## config.mk

```make
export PLATFORM = sky130hd
export DESIGN_NAME = elevator_order_queue_core_flat
export DESIGN_NICKNAME = d
export VERILOG_FILES = /design/src/design/eoq_pkg.sv /design/src/design/eoq_in_if.sv /design/src/design/eoq_out_if.sv /design/src/design/eoq_lane.sv /design/src/design/eoq_merge.sv /design/src/design/elevator_order_queue_core.sv /design/src/flat_wrapper.sv
export SDC_FILE = /design/constraint.sdc
export NUM_CORES = 1
export LEC_CHECK = 0
export BUFFER_PORTS_ARGS = -buffer_cell sky130_fd_sc_hd__buf_2
export CORE_MARGIN = 10
export CORE_UTILIZATION = 50
export DETAILED_ROUTE_END_ITERATION = 7
export PLACE_DENSITY = 0.72
export SLEW_MARGIN = 0
export SYNTH_ARGS = -nofsm -noshare
export SYNTH_HDL_FRONTEND = slang
export SYNTH_HIERARCHICAL = 1
export SYNTH_SLANG_ARGS = --single-unit
```

## constraint.sdc

```tcl
create_clock -name clk -period 6 [get_ports clk]
set_input_delay 0.6 -clock clk [delete_from_list [all_inputs] [get_ports clk]]
set_output_delay 0.6 -clock clk [all_outputs]
set_load 0.03 [all_outputs]
```

## src/design/eoq_pkg.sv

```systemverilog
// Package for the elevator order queue: defaults, operation and direction codes, lane structs.
`default_nettype none
package eoq_pkg;

    // Default sizes of the queue.
    localparam int EOQ_FLOORS   = 4;
    localparam int EOQ_CAPACITY = 10;

    // Operation codes of a command word.
    localparam logic [1:0] OP_SCAN   = 2'd0;
    localparam logic [1:0] OP_DELETE = 2'd1;
    localparam logic [1:0] OP_CLEAR  = 2'd2;

    // Direction codes of an order, two's complement in two bits.
    localparam logic [1:0] DIR_CAB  = 2'b00;
    localparam logic [1:0] DIR_UP   = 2'b01;
    localparam logic [1:0] DIR_DOWN = 2'b11;

    // Per-lane control from the sequencer.
    typedef struct packed {
        logic load;
        logic shift;
    } lane_ctl_t;

    // Per-lane compare results toward the merging stage.
    typedef struct packed {
        logic dup;
        logic del;
    } lane_hit_t;

endpackage
`default_nettype wire

```

## src/design/eoq_in_if.sv

```systemverilog
// Command channel of the elevator order queue: valid, ready and the command word.
`default_nettype none
interface eoq_in_if #(
    parameter int FLOORS = eoq_pkg::EOQ_FLOORS
);
    localparam int FLOOR_W = $clog2(FLOORS);

    logic                      valid;
    logic                      ready;
    logic [1:0]                operation;
    logic [FLOORS-1:0]         cab_buttons;
    logic [FLOORS-2:0]         up_buttons;
    logic [FLOORS-2:0]         down_buttons;
    logic signed [FLOOR_W:0]   sensed_floor;

    modport source (
        output valid, operation, cab_buttons, up_buttons, down_buttons, sensed_floor,
        input  ready
    );
    modport sink (
        input  valid, operation, cab_buttons, up_buttons, down_buttons, sensed_floor,
        output ready
    );
endinterface
`default_nettype wire

```

## src/design/eoq_out_if.sv

```systemverilog
// Status channel of the elevator order queue: valid, ready and the status word.
`default_nettype none
interface eoq_out_if #(
    parameter int FLOORS   = eoq_pkg::EOQ_FLOORS,
    parameter int CAPACITY = eoq_pkg::EOQ_CAPACITY
);
    localparam int FLOOR_W = $clog2(FLOORS);
    localparam int CNT_W   = $clog2(CAPACITY + 1);

    logic                    valid;
    logic                    ready;
    logic [FLOORS-1:0]       cab_lamps_on;
    logic [FLOORS-2:0]       up_lamps_on;
    logic [FLOORS-2:0]       down_lamps_on;
    logic                    all_lamps_off;
    logic [CNT_W-1:0]        removed_count;
    logic                    dropped;
    logic [CNT_W-1:0]        order_count;
    logic                    head_valid;
    logic [FLOOR_W-1:0]      head_floor;
    logic signed [1:0]       head_direction;

    modport source (
        output valid, cab_lamps_on, up_lamps_on, down_lamps_on, all_lamps_off,
               removed_count, dropped, order_count, head_valid, head_floor, head_direction,
        input  ready
    );
    modport sink (
        input  valid, cab_lamps_on, up_lamps_on, down_lamps_on, all_lamps_off,
               removed_count, dropped, order_count, head_valid, head_floor, head_direction,
        output ready
    );
endinterface
`default_nettype wire

```

## src/design/eoq_lane.sv

```systemverilog
// One queue lane: holds one order, compares it against the key and shifts or loads.
`default_nettype none
module eoq_lane #(
    parameter int FLOOR_W = $clog2(eoq_pkg::EOQ_FLOORS)
) (
    input  wire                  clk,
    input  eoq_pkg::lane_ctl_t   ctl,
    input  wire                  occupied,
    input  wire  [FLOOR_W-1:0]   key_floor,
    input  wire  [1:0]           key_dir,
    input  wire  [FLOOR_W-1:0]   next_floor,
    input  wire  [1:0]           next_dir,
    output logic [FLOOR_W-1:0]   entry_floor,
    output logic [1:0]           entry_dir,
    output eoq_pkg::lane_hit_t   hit
);

    logic [FLOOR_W-1:0] floor_reg;
    logic [1:0]         dir_reg;

    // Payload only; an unoccupied lane is never reported.
    always_ff @(posedge clk)
    begin
        if (ctl.load)
        begin
            floor_reg <= key_floor;
            dir_reg   <= key_dir;
        end
        else if (ctl.shift)
        begin
            floor_reg <= next_floor;
            dir_reg   <= next_dir;
        end
    end

    always_comb
    begin
        hit.del = occupied && (floor_reg == key_floor);
        hit.dup = hit.del && (dir_reg == key_dir);
    end

    assign entry_floor = floor_reg;
    assign entry_dir   = dir_reg;

endmodule
`default_nettype wire

```

## src/design/eoq_merge.sv

```systemverilog
// Merging stage: combines lane hits into a duplicate flag and a compaction mask.
`default_nettype none
module eoq_merge #(
    parameter int CAPACITY = eoq_pkg::EOQ_CAPACITY
) (
    input  eoq_pkg::lane_hit_t [CAPACITY-1:0] hits,
    output logic                              dup_any,
    output logic                              del_any,
    output logic [CAPACITY-1:0]               shift_mask
);

    // Every lane at or above the first floor match moves down by one.
    always_comb
    begin
        logic acc;
        acc     = 1'b0;
        dup_any = 1'b0;
        for (int j = 0; j < CAPACITY; j++)
        begin
            acc           = acc | hits[j].del;
            shift_mask[j] = acc;
            dup_any       = dup_any | hits[j].dup;
        end
        del_any = acc;
    end

endmodule
`default_nettype wire

```

## src/design/elevator_order_queue_core.sv

```systemverilog
// Top level of the elevator order queue: sequencer, lane row and status register.
//
//  channel | modport | word
//  --------+---------+--------------------------------------------------------------
//  cmd     | sink    | operation, cab/up/down buttons, sensed floor
//  status  | source  | lamps on, all lamps off, removed, dropped, count, queue head
//
// A scan steps from the accepting cycle through the button slots in turn, each checked
// against every lane at once, then posts the status word. A delete removes the matching
// orders one at a time until none is left; a clear, an unused code or a delete between
// floors goes straight to the finish state. Reset empties the queue at once; the order
// store itself is never cleared. A command is taken while the previous status word waits;
// the next word is held back in the finish state until the status register is free.
`default_nettype none
module elevator_order_queue_core #(
    parameter int FLOORS   = eoq_pkg::EOQ_FLOORS,
    parameter int CAPACITY = eoq_pkg::EOQ_CAPACITY
) (
    input  wire        clk,
    input  wire        rst_n,
    eoq_in_if.sink     cmd,
    eoq_out_if.source  status
);

    localparam int FLOOR_W = $clog2(FLOORS);
    localparam int CNT_W   = $clog2(CAPACITY + 1);
    localparam int STEPS   = 3 * FLOORS - 2;
    localparam int STEP_W  = $clog2(STEPS);

    // Button slots: cab floors first, then up calls, then down calls.
    localparam logic [STEP_W-1:0] UP_BASE   = STEP_W'(FLOORS);
    localparam logic [STEP_W-1:0] DN_BASE   = STEP_W'(2 * FLOORS - 1);
    localparam logic [STEP_W-1:0] DN_OFFSET = STEP_W'(2 * FLOORS - 2);
    localparam logic [STEP_W-1:0] LAST_STEP = STEP_W'(STEPS - 1);
    localparam logic [CNT_W-1:0]  FULL      = CNT_W'(CAPACITY);

    localparam logic [1:0] S_IDLE   = 2'd0;
    localparam logic [1:0] S_SCAN   = 2'd1;
    localparam logic [1:0] S_DELETE = 2'd2;
    localparam logic [1:0] S_FINISH = 2'd3;

    // Control state.
    logic [1:0]        state_reg, state_next;
    logic [CNT_W-1:0]  count_reg, count_next;
    logic [STEP_W-1:0] step_reg, step_next;
    logic              out_valid_reg, out_valid_next;

    // Work registers of the current command.
    logic [STEPS-1:0]   pend_reg, pend_next;
    logic [STEPS-1:0]   lamp_reg, lamp_next;
    logic [CNT_W-1:0]   removed_reg, removed_next;
    logic               dropped_reg, dropped_next;
    logic               all_off_reg, all_off_next;
    logic [FLOOR_W-1:0] del_floor_reg, del_floor_next;

    // Status word register.
    logic [FLOORS-1:0]  cab_on_reg;
    logic [FLOORS-2:0]  up_on_reg;
    logic [FLOORS-2:0]  down_on_reg;
    logic               all_off_out_reg;
    logic [CNT_W-1:0]   removed_out_reg;
    logic               dropped_out_reg;
    logic [CNT_W-1:0]   count_out_reg;
    logic               head_valid_reg;
    logic [FLOOR_W-1:0] head_floor_reg;
    logic [1:0]         head_dir_reg;

    // Lane row.
    eoq_pkg::lane_ctl_t [CAPACITY-1:0] lane_ctl;
    eoq_pkg::lane_hit_t [CAPACITY-1:0] lane_hit;
    logic [FLOOR_W-1:0] lane_floor [CAPACITY];
    logic [1:0]         lane_dir   [CAPACITY];
    logic [CAPACITY-1:0] shift_mask;
    logic               dup_any;
    logic               del_any;

    logic [FLOOR_W-1:0] slot_floor;
    logic [1:0]         slot_dir;
    logic [FLOOR_W-1:0] key_floor;
    logic               store_en;
    logic               shift_en;
    logic               post;
    logic               cmd_take;

    assign cmd_take  = cmd.valid && cmd.ready;
    assign cmd.ready = (state_reg == S_IDLE);

    // Floor and direction of the button slot under scan.
    always_comb
    begin
        priority if (step_reg < UP_BASE)
        begin
            slot_floor = FLOOR_W'(step_reg);
            slot_dir   = eoq_pkg::DIR_CAB;
        end
        else if (step_reg < DN_BASE)
        begin
            slot_floor = FLOOR_W'(step_reg - UP_BASE);
            slot_dir   = eoq_pkg::DIR_UP;
        end
        else
        begin
            slot_floor = FLOOR_W'(step_reg - DN_OFFSET);
            slot_dir   = eoq_pkg::DIR_DOWN;
        end
    end

    assign key_floor = (state_reg == S_DELETE) ? del_floor_reg : slot_floor;

    // A pressed, new order is stored at the tail unless the queue is full.
    assign store_en = (state_reg == S_SCAN) && pend_reg[0] && !dup_any && (count_reg != FULL);
    assign shift_en = (state_reg == S_DELETE) && del_any;

    genvar j;
    generate
        for (j = 0; j < CAPACITY; j++)
        begin : g_lane
            logic [FLOOR_W-1:0] nfloor;
            logic [1:0]         ndir;

            if (j == CAPACITY - 1)
            begin : g_top
                assign nfloor = lane_floor[j];
                assign ndir   = lane_dir[j];
            end
            else
            begin : g_mid
                assign nfloor = lane_floor[j+1];
                assign ndir   = lane_dir[j+1];
            end

            assign lane_ctl[j].load  = store_en && (count_reg == CNT_W'(j));
            assign lane_ctl[j].shift = shift_en && shift_mask[j];

            eoq_lane #(
                .FLOOR_W (FLOOR_W)
            ) u_lane (
                .clk         (clk),
                .ctl         (lane_ctl[j]),
                .occupied    (CNT_W'(j) < count_reg),
                .key_floor   (key_floor),
                .key_dir     (slot_dir),
                .next_floor  (nfloor),
                .next_dir    (ndir),
                .entry_floor (lane_floor[j]),
                .entry_dir   (lane_dir[j]),
                .hit         (lane_hit[j])
            );
        end
    endgenerate

    eoq_merge #(
        .CAPACITY (CAPACITY)
    ) u_merge (
        .hits       (lane_hit),
        .dup_any    (dup_any),
        .del_any    (del_any),
        .shift_mask (shift_mask)
    );

    // The status register is free when empty or when its word is being taken.
    assign post = (state_reg == S_FINISH) && (!out_valid_reg || status.ready);

    // Sequencer.
    always_comb
    begin
        state_next     = state_reg;
        count_next     = count_reg;
        step_next      = step_reg;
        out_valid_next = out_valid_reg;
        pend_next      = pend_reg;
        lamp_next      = lamp_reg;
        removed_next   = removed_reg;
        dropped_next   = dropped_reg;
        all_off_next   = all_off_reg;
        del_floor_next = del_floor_reg;

        if (out_valid_reg && status.ready)
        begin
            out_valid_next = 1'b0;
        end

        unique case (state_reg)
            S_IDLE:
            begin
                if (cmd_take)
                begin
                    pend_next      = {cmd.down_buttons, cmd.up_buttons, cmd.cab_buttons};
                    lamp_next      = '0;
                    removed_next   = '0;
                    dropped_next   = 1'b0;
                    all_off_next   = 1'b0;
                    step_next      = '0;
                    del_floor_next = cmd.sensed_floor[FLOOR_W-1:0];
                    unique case (cmd.operation)
                        eoq_pkg::OP_SCAN:
                        begin
                            state_next = S_SCAN;
                        end
                        eoq_pkg::OP_DELETE:
                        begin
                            // A negative sensor reading matches nothing.
                            state_next = cmd.sensed_floor[FLOOR_W] ? S_FINISH : S_DELETE;
                        end
                        eoq_pkg::OP_CLEAR:
                        begin
                            removed_next = count_reg;
                            count_next   = '0;
                            all_off_next = 1'b1;
                            state_next   = S_FINISH;
                        end
                        default:
                        begin
                            state_next = S_FINISH;
                        end
                    endcase
                end
            end
            S_SCAN:
            begin
                // Lamp bits shift in from the top and line up with the slots at the end.
                lamp_next = {store_en, lamp_reg[STEPS-1:1]};
                pend_next = pend_reg >> 1;
                if (store_en)
                begin
                    count_next = count_reg + CNT_W'(1);
                end
                if (pend_reg[0] && !dup_any && (count_reg == FULL))
                begin
                    dropped_next = 1'b1;
                end
                if (step_reg == LAST_STEP)
                begin
                    state_next = S_FINISH;
                end
                else
                begin
                    step_next = step_reg + STEP_W'(1);
                end
            end
            S_DELETE:
            begin
                // One matching order leaves per cycle; the lanes above it close the gap.
                if (del_any)
                begin
                    count_next   = count_reg - CNT_W'(1);
                    removed_next = removed_reg + CNT_W'(1);
                end
                else
                begin
                    state_next = S_FINISH;
                end
            end
            S_FINISH:
            begin
                if (post)
                begin
                    out_valid_next = 1'b1;
                    state_next     = S_IDLE;
                end
            end
            default:
            begin
                state_next = S_IDLE;
            end
        endcase
    end

    always_ff @(posedge clk or negedge rst_n)
    begin
        if (!rst_n)
        begin
            state_reg     <= S_IDLE;
            count_reg     <= '0;
            step_reg      <= '0;
            out_valid_reg <= 1'b0;
        end
        else
        begin
            state_reg     <= state_next;
            count_reg     <= count_next;
            step_reg      <= step_next;
            out_valid_reg <= out_valid_next;
        end
    end

    always_ff @(posedge clk)
    begin
        pend_reg      <= pend_next;
        lamp_reg      <= lamp_next;
        removed_reg   <= removed_next;
        dropped_reg   <= dropped_next;
        all_off_reg   <= all_off_next;
        del_floor_reg <= del_floor_next;
    end

    // Status word, loaded when the command finishes.
    always_ff @(posedge clk)
    begin
        if (post)
        begin
            cab_on_reg      <= lamp_reg[FLOORS-1:0];
            up_on_reg       <= lamp_reg[2*FLOORS-2:FLOORS];
            down_on_reg     <= lamp_reg[STEPS-1:2*FLOORS-1];
            all_off_out_reg <= all_off_reg;
            removed_out_reg <= removed_reg;
            dropped_out_reg <= dropped_reg;
            count_out_reg   <= count_reg;
            head_valid_reg  <= (count_reg != '0);
            head_floor_reg  <= (count_reg != '0) ? lane_floor[0] : '0;
            head_dir_reg    <= (count_reg != '0) ? lane_dir[0] : eoq_pkg::DIR_CAB;
        end
    end

    assign status.valid          = out_valid_reg;
    assign status.cab_lamps_on   = cab_on_reg;
    assign status.up_lamps_on    = up_on_reg;
    assign status.down_lamps_on  = down_on_reg;
    assign status.all_lamps_off  = all_off_out_reg;
    assign status.removed_count  = removed_out_reg;
    assign status.dropped        = dropped_out_reg;
    assign status.order_count    = count_out_reg;
    assign status.head_valid     = head_valid_reg;
    assign status.head_floor     = head_floor_reg;
    assign status.head_direction = head_dir_reg;

endmodule
`default_nettype wire

```

## src/flat_wrapper.sv

```systemverilog
// flat-port wrapper written by rule: the top's interface ports become plain ports
module elevator_order_queue_core_flat 
#(
    parameter int FLOORS   = eoq_pkg::EOQ_FLOORS,
    parameter int CAPACITY = eoq_pkg::EOQ_CAPACITY
)
  (clk, rst_n, cmd_valid, cmd_operation, cmd_cab_buttons, cmd_up_buttons, cmd_down_buttons, cmd_sensed_floor, cmd_ready, status_valid, status_cab_lamps_on, status_up_lamps_on, status_down_lamps_on, status_all_lamps_off, status_removed_count, status_dropped, status_order_count, status_head_valid, status_head_floor, status_head_direction, status_ready);
  eoq_in_if #(.FLOORS(FLOORS)) cmd_i ();
  eoq_out_if #(.FLOORS(FLOORS), .CAPACITY(CAPACITY)) status_i ();
  input  wire clk;
  input  wire rst_n;
  input wire logic [$bits(cmd_i.valid)-1:0] cmd_valid;
  input wire logic [$bits(cmd_i.operation)-1:0] cmd_operation;
  input wire logic [$bits(cmd_i.cab_buttons)-1:0] cmd_cab_buttons;
  input wire logic [$bits(cmd_i.up_buttons)-1:0] cmd_up_buttons;
  input wire logic [$bits(cmd_i.down_buttons)-1:0] cmd_down_buttons;
  input wire logic [$bits(cmd_i.sensed_floor)-1:0] cmd_sensed_floor;
  output wire logic [$bits(cmd_i.ready)-1:0] cmd_ready;
  output wire logic [$bits(status_i.valid)-1:0] status_valid;
  output wire logic [$bits(status_i.cab_lamps_on)-1:0] status_cab_lamps_on;
  output wire logic [$bits(status_i.up_lamps_on)-1:0] status_up_lamps_on;
  output wire logic [$bits(status_i.down_lamps_on)-1:0] status_down_lamps_on;
  output wire logic [$bits(status_i.all_lamps_off)-1:0] status_all_lamps_off;
  output wire logic [$bits(status_i.removed_count)-1:0] status_removed_count;
  output wire logic [$bits(status_i.dropped)-1:0] status_dropped;
  output wire logic [$bits(status_i.order_count)-1:0] status_order_count;
  output wire logic [$bits(status_i.head_valid)-1:0] status_head_valid;
  output wire logic [$bits(status_i.head_floor)-1:0] status_head_floor;
  output wire logic [$bits(status_i.head_direction)-1:0] status_head_direction;
  input wire logic [$bits(status_i.ready)-1:0] status_ready;
  assign cmd_i.valid = cmd_valid;
  assign cmd_i.operation = cmd_operation;
  assign cmd_i.cab_buttons = cmd_cab_buttons;
  assign cmd_i.up_buttons = cmd_up_buttons;
  assign cmd_i.down_buttons = cmd_down_buttons;
  assign cmd_i.sensed_floor = cmd_sensed_floor;
  assign cmd_ready = cmd_i.ready;
  assign status_valid = status_i.valid;
  assign status_cab_lamps_on = status_i.cab_lamps_on;
  assign status_up_lamps_on = status_i.up_lamps_on;
  assign status_down_lamps_on = status_i.down_lamps_on;
  assign status_all_lamps_off = status_i.all_lamps_off;
  assign status_removed_count = status_i.removed_count;
  assign status_dropped = status_i.dropped;
  assign status_order_count = status_i.order_count;
  assign status_head_valid = status_i.head_valid;
  assign status_head_floor = status_i.head_floor;
  assign status_head_direction = status_i.head_direction;
  assign status_i.ready = status_ready;
  elevator_order_queue_core #(.FLOORS(FLOORS), .CAPACITY(CAPACITY)) u_core (.clk(clk), .rst_n(rst_n), .cmd(cmd_i), .status(status_i));
endmodule
```

==> key figures <==
Status
  – Status: finished, final reports clean

Global routing
  – Largest net degree at the start of global routing: 31
  – Initial antenna violation count: 0
  – All-Layer GR Usage: 0.137
  – First-pass GRT wire length: ~18,000 um
  – Vias in the first global route: 3,506
  – Grt total ovfl: 0

STA
  – Fin. Hold Viols: 0
  – Setup violators final: 0
  – TNS Setup: 0 ns
  – RSZ-0062 raised after global routing: no
  – Clock skew: roughly 0.011 ns
  – Fin. max-slew vios: 0
  – Minimum clock period: 5.10 ns
  – Slew margin rel.: 0.279
  – Max frequency: between 0.15 and 0.2 GHz
  – Final period util: 0.849
  – Actual slew at the worst max-slew pin: ~1.1 ns

Worst setup path
  – Req. time, crit path: between 6 and 7 ns
  – CP delay by family, top: simple AND/OR/NAND/NOR gates
  – CP Capture Type: flop
  – CP peak stage delay: 0.77 ns
  – Critical-path cell list: ha_1, a21o_1, xnor2_1, o21ai_1, buf_4, xnor2_1, and3_4, and3_1, nor4_1, nand3_1, nor2b_1, nand2_1, nor4_1, mux2_2
  – Crit path buffers/inverters: 1
  – Critical Path Start: u_core/step_reg[0]$_DFFE_PN0P_
  – Critical path type: flop to flop
  – Crit start category: flop
  – Critical path's slowest cell: nor4_1
  – Max FO, Critical Path: 21
  – Critical Path AT: between 5 and 6 ns
  – Worst r2r src: u_core/step_reg[0]$_DFFE_PN0P_

Hold path
  – Hold WC Path Type: primary input to async pin

Clocking
  – CTS tree: yes
  – H-tree depth: 3
  – Cts repair resizes: 0
  – Setup Fix Bufs, Post-CTS: 0
  – TritonCTS buffer count: 9
  – Max clock buf depth: 2
  – Reg clk slew, reported paths: between 0.1 and 0.15 ns
  – CTS root buf: clkbuf_8
  – CTS sink count: 104
  – # hold bufs at CTS: 0
  – Worst-skew pair later-pin latency: approximately 0.38 ns

Power and ir drop
  – Total power: about 3200 uW
  – Internal Power: 1920 uW
  – P_sw: 1300 uW
  – Sw Share: 0.403
  – Sequential share of power: 0.409
  – Static Leakage: between 0.002 and 0.0025 uW
  – Clk pwr share: 0.131
  – Logic pwr share: 0.460
  – Power per cell area: roughly 530 nW/um2
  – Peak supply drop: roughly 230 uV

Placement
  – Routability Congestion: just over 0.8
  – Post-Place Cells: 599
  – Final HPWL DP: approximately 7800 um
  – IO buf count: 45

Finish
  – Reg area: about 3100 um2
  – Final-layout fill cell count: ~900
  – Commonest cells after routing, fill and taps aside: edfxtp_1 (93), mux2_2 (53), buf_2 (45), xnor2_1 (42)
  – Most common cell after layout, fill and taps aside: edfxtp_1
  – Multi-input combinational cell area: ~2300 um2
  – Ant diodes: 0
  – Area delta synth->final: 10.0%
  – Nets: around 500
  – Share of layout cells above drive strength 1: 0.316
  – Non-Filler Instances: a little over 600

Yosys
  – Cell Area, Synth: approximately 5500 um2
  – Synthesized instance count: roughly 430
  – Count of cell types in the netlist: 54
  – Synth top area cells: edfxtp_1 (51%), mux2_2 (11%), xnor2_1 (6.7%), dfrtp_1 (5.0%), ha_1 (2.7%)
  – Synth Warn #: 6
  – Main synth FF type: edfxtp_1
  – Net Count, Synth: 457
  – Synth Register Bits: approximately 100
  – Top cell type's share of synthesized area: 0.506
  – Avg Inst Size Synth: about 13 um2
  – Share of flip-flops with an asynchronous set or reset: 0.106
  – Post-synth EDFFs: just over 90
  – Register area share after synthesis: 0.556
  – Yosys top cell by area: edfxtp_1

Drt
  – Vias: 3,427
  – DRT iter0 DRCs: between 200 and 250
  – DRT antenna net count: 0
  – Initial DRT Pass Iterations: 5
  – WL per Instance: between 15 and 20 um
  – Final WL: around 11,000 um
  – Vias per inst: approximately 5.6
  – DRC Markers: 0

Floorplan
  – I/O pins: 46
  – Starting density of the core: 0.509
  – Die Wd: 125 um
  – Row count: 38
  – Core ar.: about 11,000 um2
  – Die area: 15,700 um2
  – Die H: approximately 130 um

Run
  – Maximum Capacitance Violations: 0
## synthesized netlist by cell type, types with 2 or more instances
cell,number
or3_1,3
inv_1,11
and3_4,10
o21ai_0,12
nand3_1,5
clkbuf_1,12
a21oi_1,7
nor3_1,5
dfrtp_1,11
buf_2,2
or2_2,12
and2_1,19
ha_1,12
and3_1,21
nor2b_1,6
a21o_1,5
xor2_1,3
mux2_2,53
nand3b_1,2
a31oi_1,2
a21boi_0,3
nor4_1,7
and3b_1,2
o22ai_1,2
nor3b_1,2
mux2_4,2
buf_4,3
edfxtp_1,93
mux2i_1,3
o21a_1,3
nand2_1,21
nor2_1,9
xnor2_1,42
## metrics by stage
step	utilization	setup WS (ns)	hold WS (ns)	instance area, um2
6_report	0.560	0.903	0.0835	6080
5_1_grt	0.560	0.422	0.0810	6080
4_1_cts	0.560	0.963	0.0799	6080
3_5_place_dp	0.543	0.983	0.410	5890
3_3_place_gp	0.543	1.20	0.404	5890
2_1_floorplan	-	0.823	0.304	5520
## power groups by stage
stage                     clock network [uW]  logic [uW]  registers (uW)
after CTS                                435        1480            1320
after global placement                     0        1430            1320
after detailed placement                   0        1470            1330
after floorplan                            0        1030            1420
final                                    422        1480            1310
after global routing                     463        1610            1350
## logic make-up (layout without fill, tap and decap cells)
| family | Yosys count | in the layout | synth area share |
|---|---|---|---|
| buffers and inverters | 31 | 80 | 0.0238 |
| multiplexers | 58 | 58 | 0.119 |
| adder cells (fa/ha/maj) | 12 | 12 | 0.0272 |
| XOR/XNOR | 45 | 45 | 0.0714 |
| AND/OR/NAND/NOR | 135 | 135 | 0.155 |
| flip-flops | 104 | 104 | 0.556 |
| AO/OA/AOI/OAI | 41 | 41 | 0.0480 |
## per-layer routing
metal	vias up	global-route usage	share of wire
li1	1646	-	-
met1	1698	0.165	0.44
met2	70	0.236	0.51
met3	13	0.0211	0.033
met4	0	0.0583	0.018
met5	-	0	0
## layout make-up
class	count	area share
Clock buffer	10	0.0210
Clock inverter	6	0.00947
Inverter	13	0.00824
Multi-Input combinational cell	291	0.383
Sequential cell	104	0.505
Tap cell	140	0.0288
Timing Repair Buffer	51	0.0445
## final timing paths
kind | end | slack (ns) | cells past startpoint
max in group asynchronous | u_core/count_reg[2]$_DFFE_PN0P_ | 5.69 | 1
min in group clk | u_core/del_floor_reg[0]$_DFFE_PP_ | 0.39 | 1
setup / recovery | u_core/g_lane[9].u_lane/entry_floor[1]$_DFFE_PP_ | 0.90 | 14
hold reg to reg | u_core/status.dropped$_DFFE_PP_ | 0.42 | 0
hold / removal | u_core/count_reg[0]$_DFFE_PN0P_ | 0.08 | 1
setup reg to reg | u_core/g_lane[9].u_lane/entry_floor[1]$_DFFE_PP_ | 0.90 | 14
No activity file was read; power rests on OpenSTA's default activity.
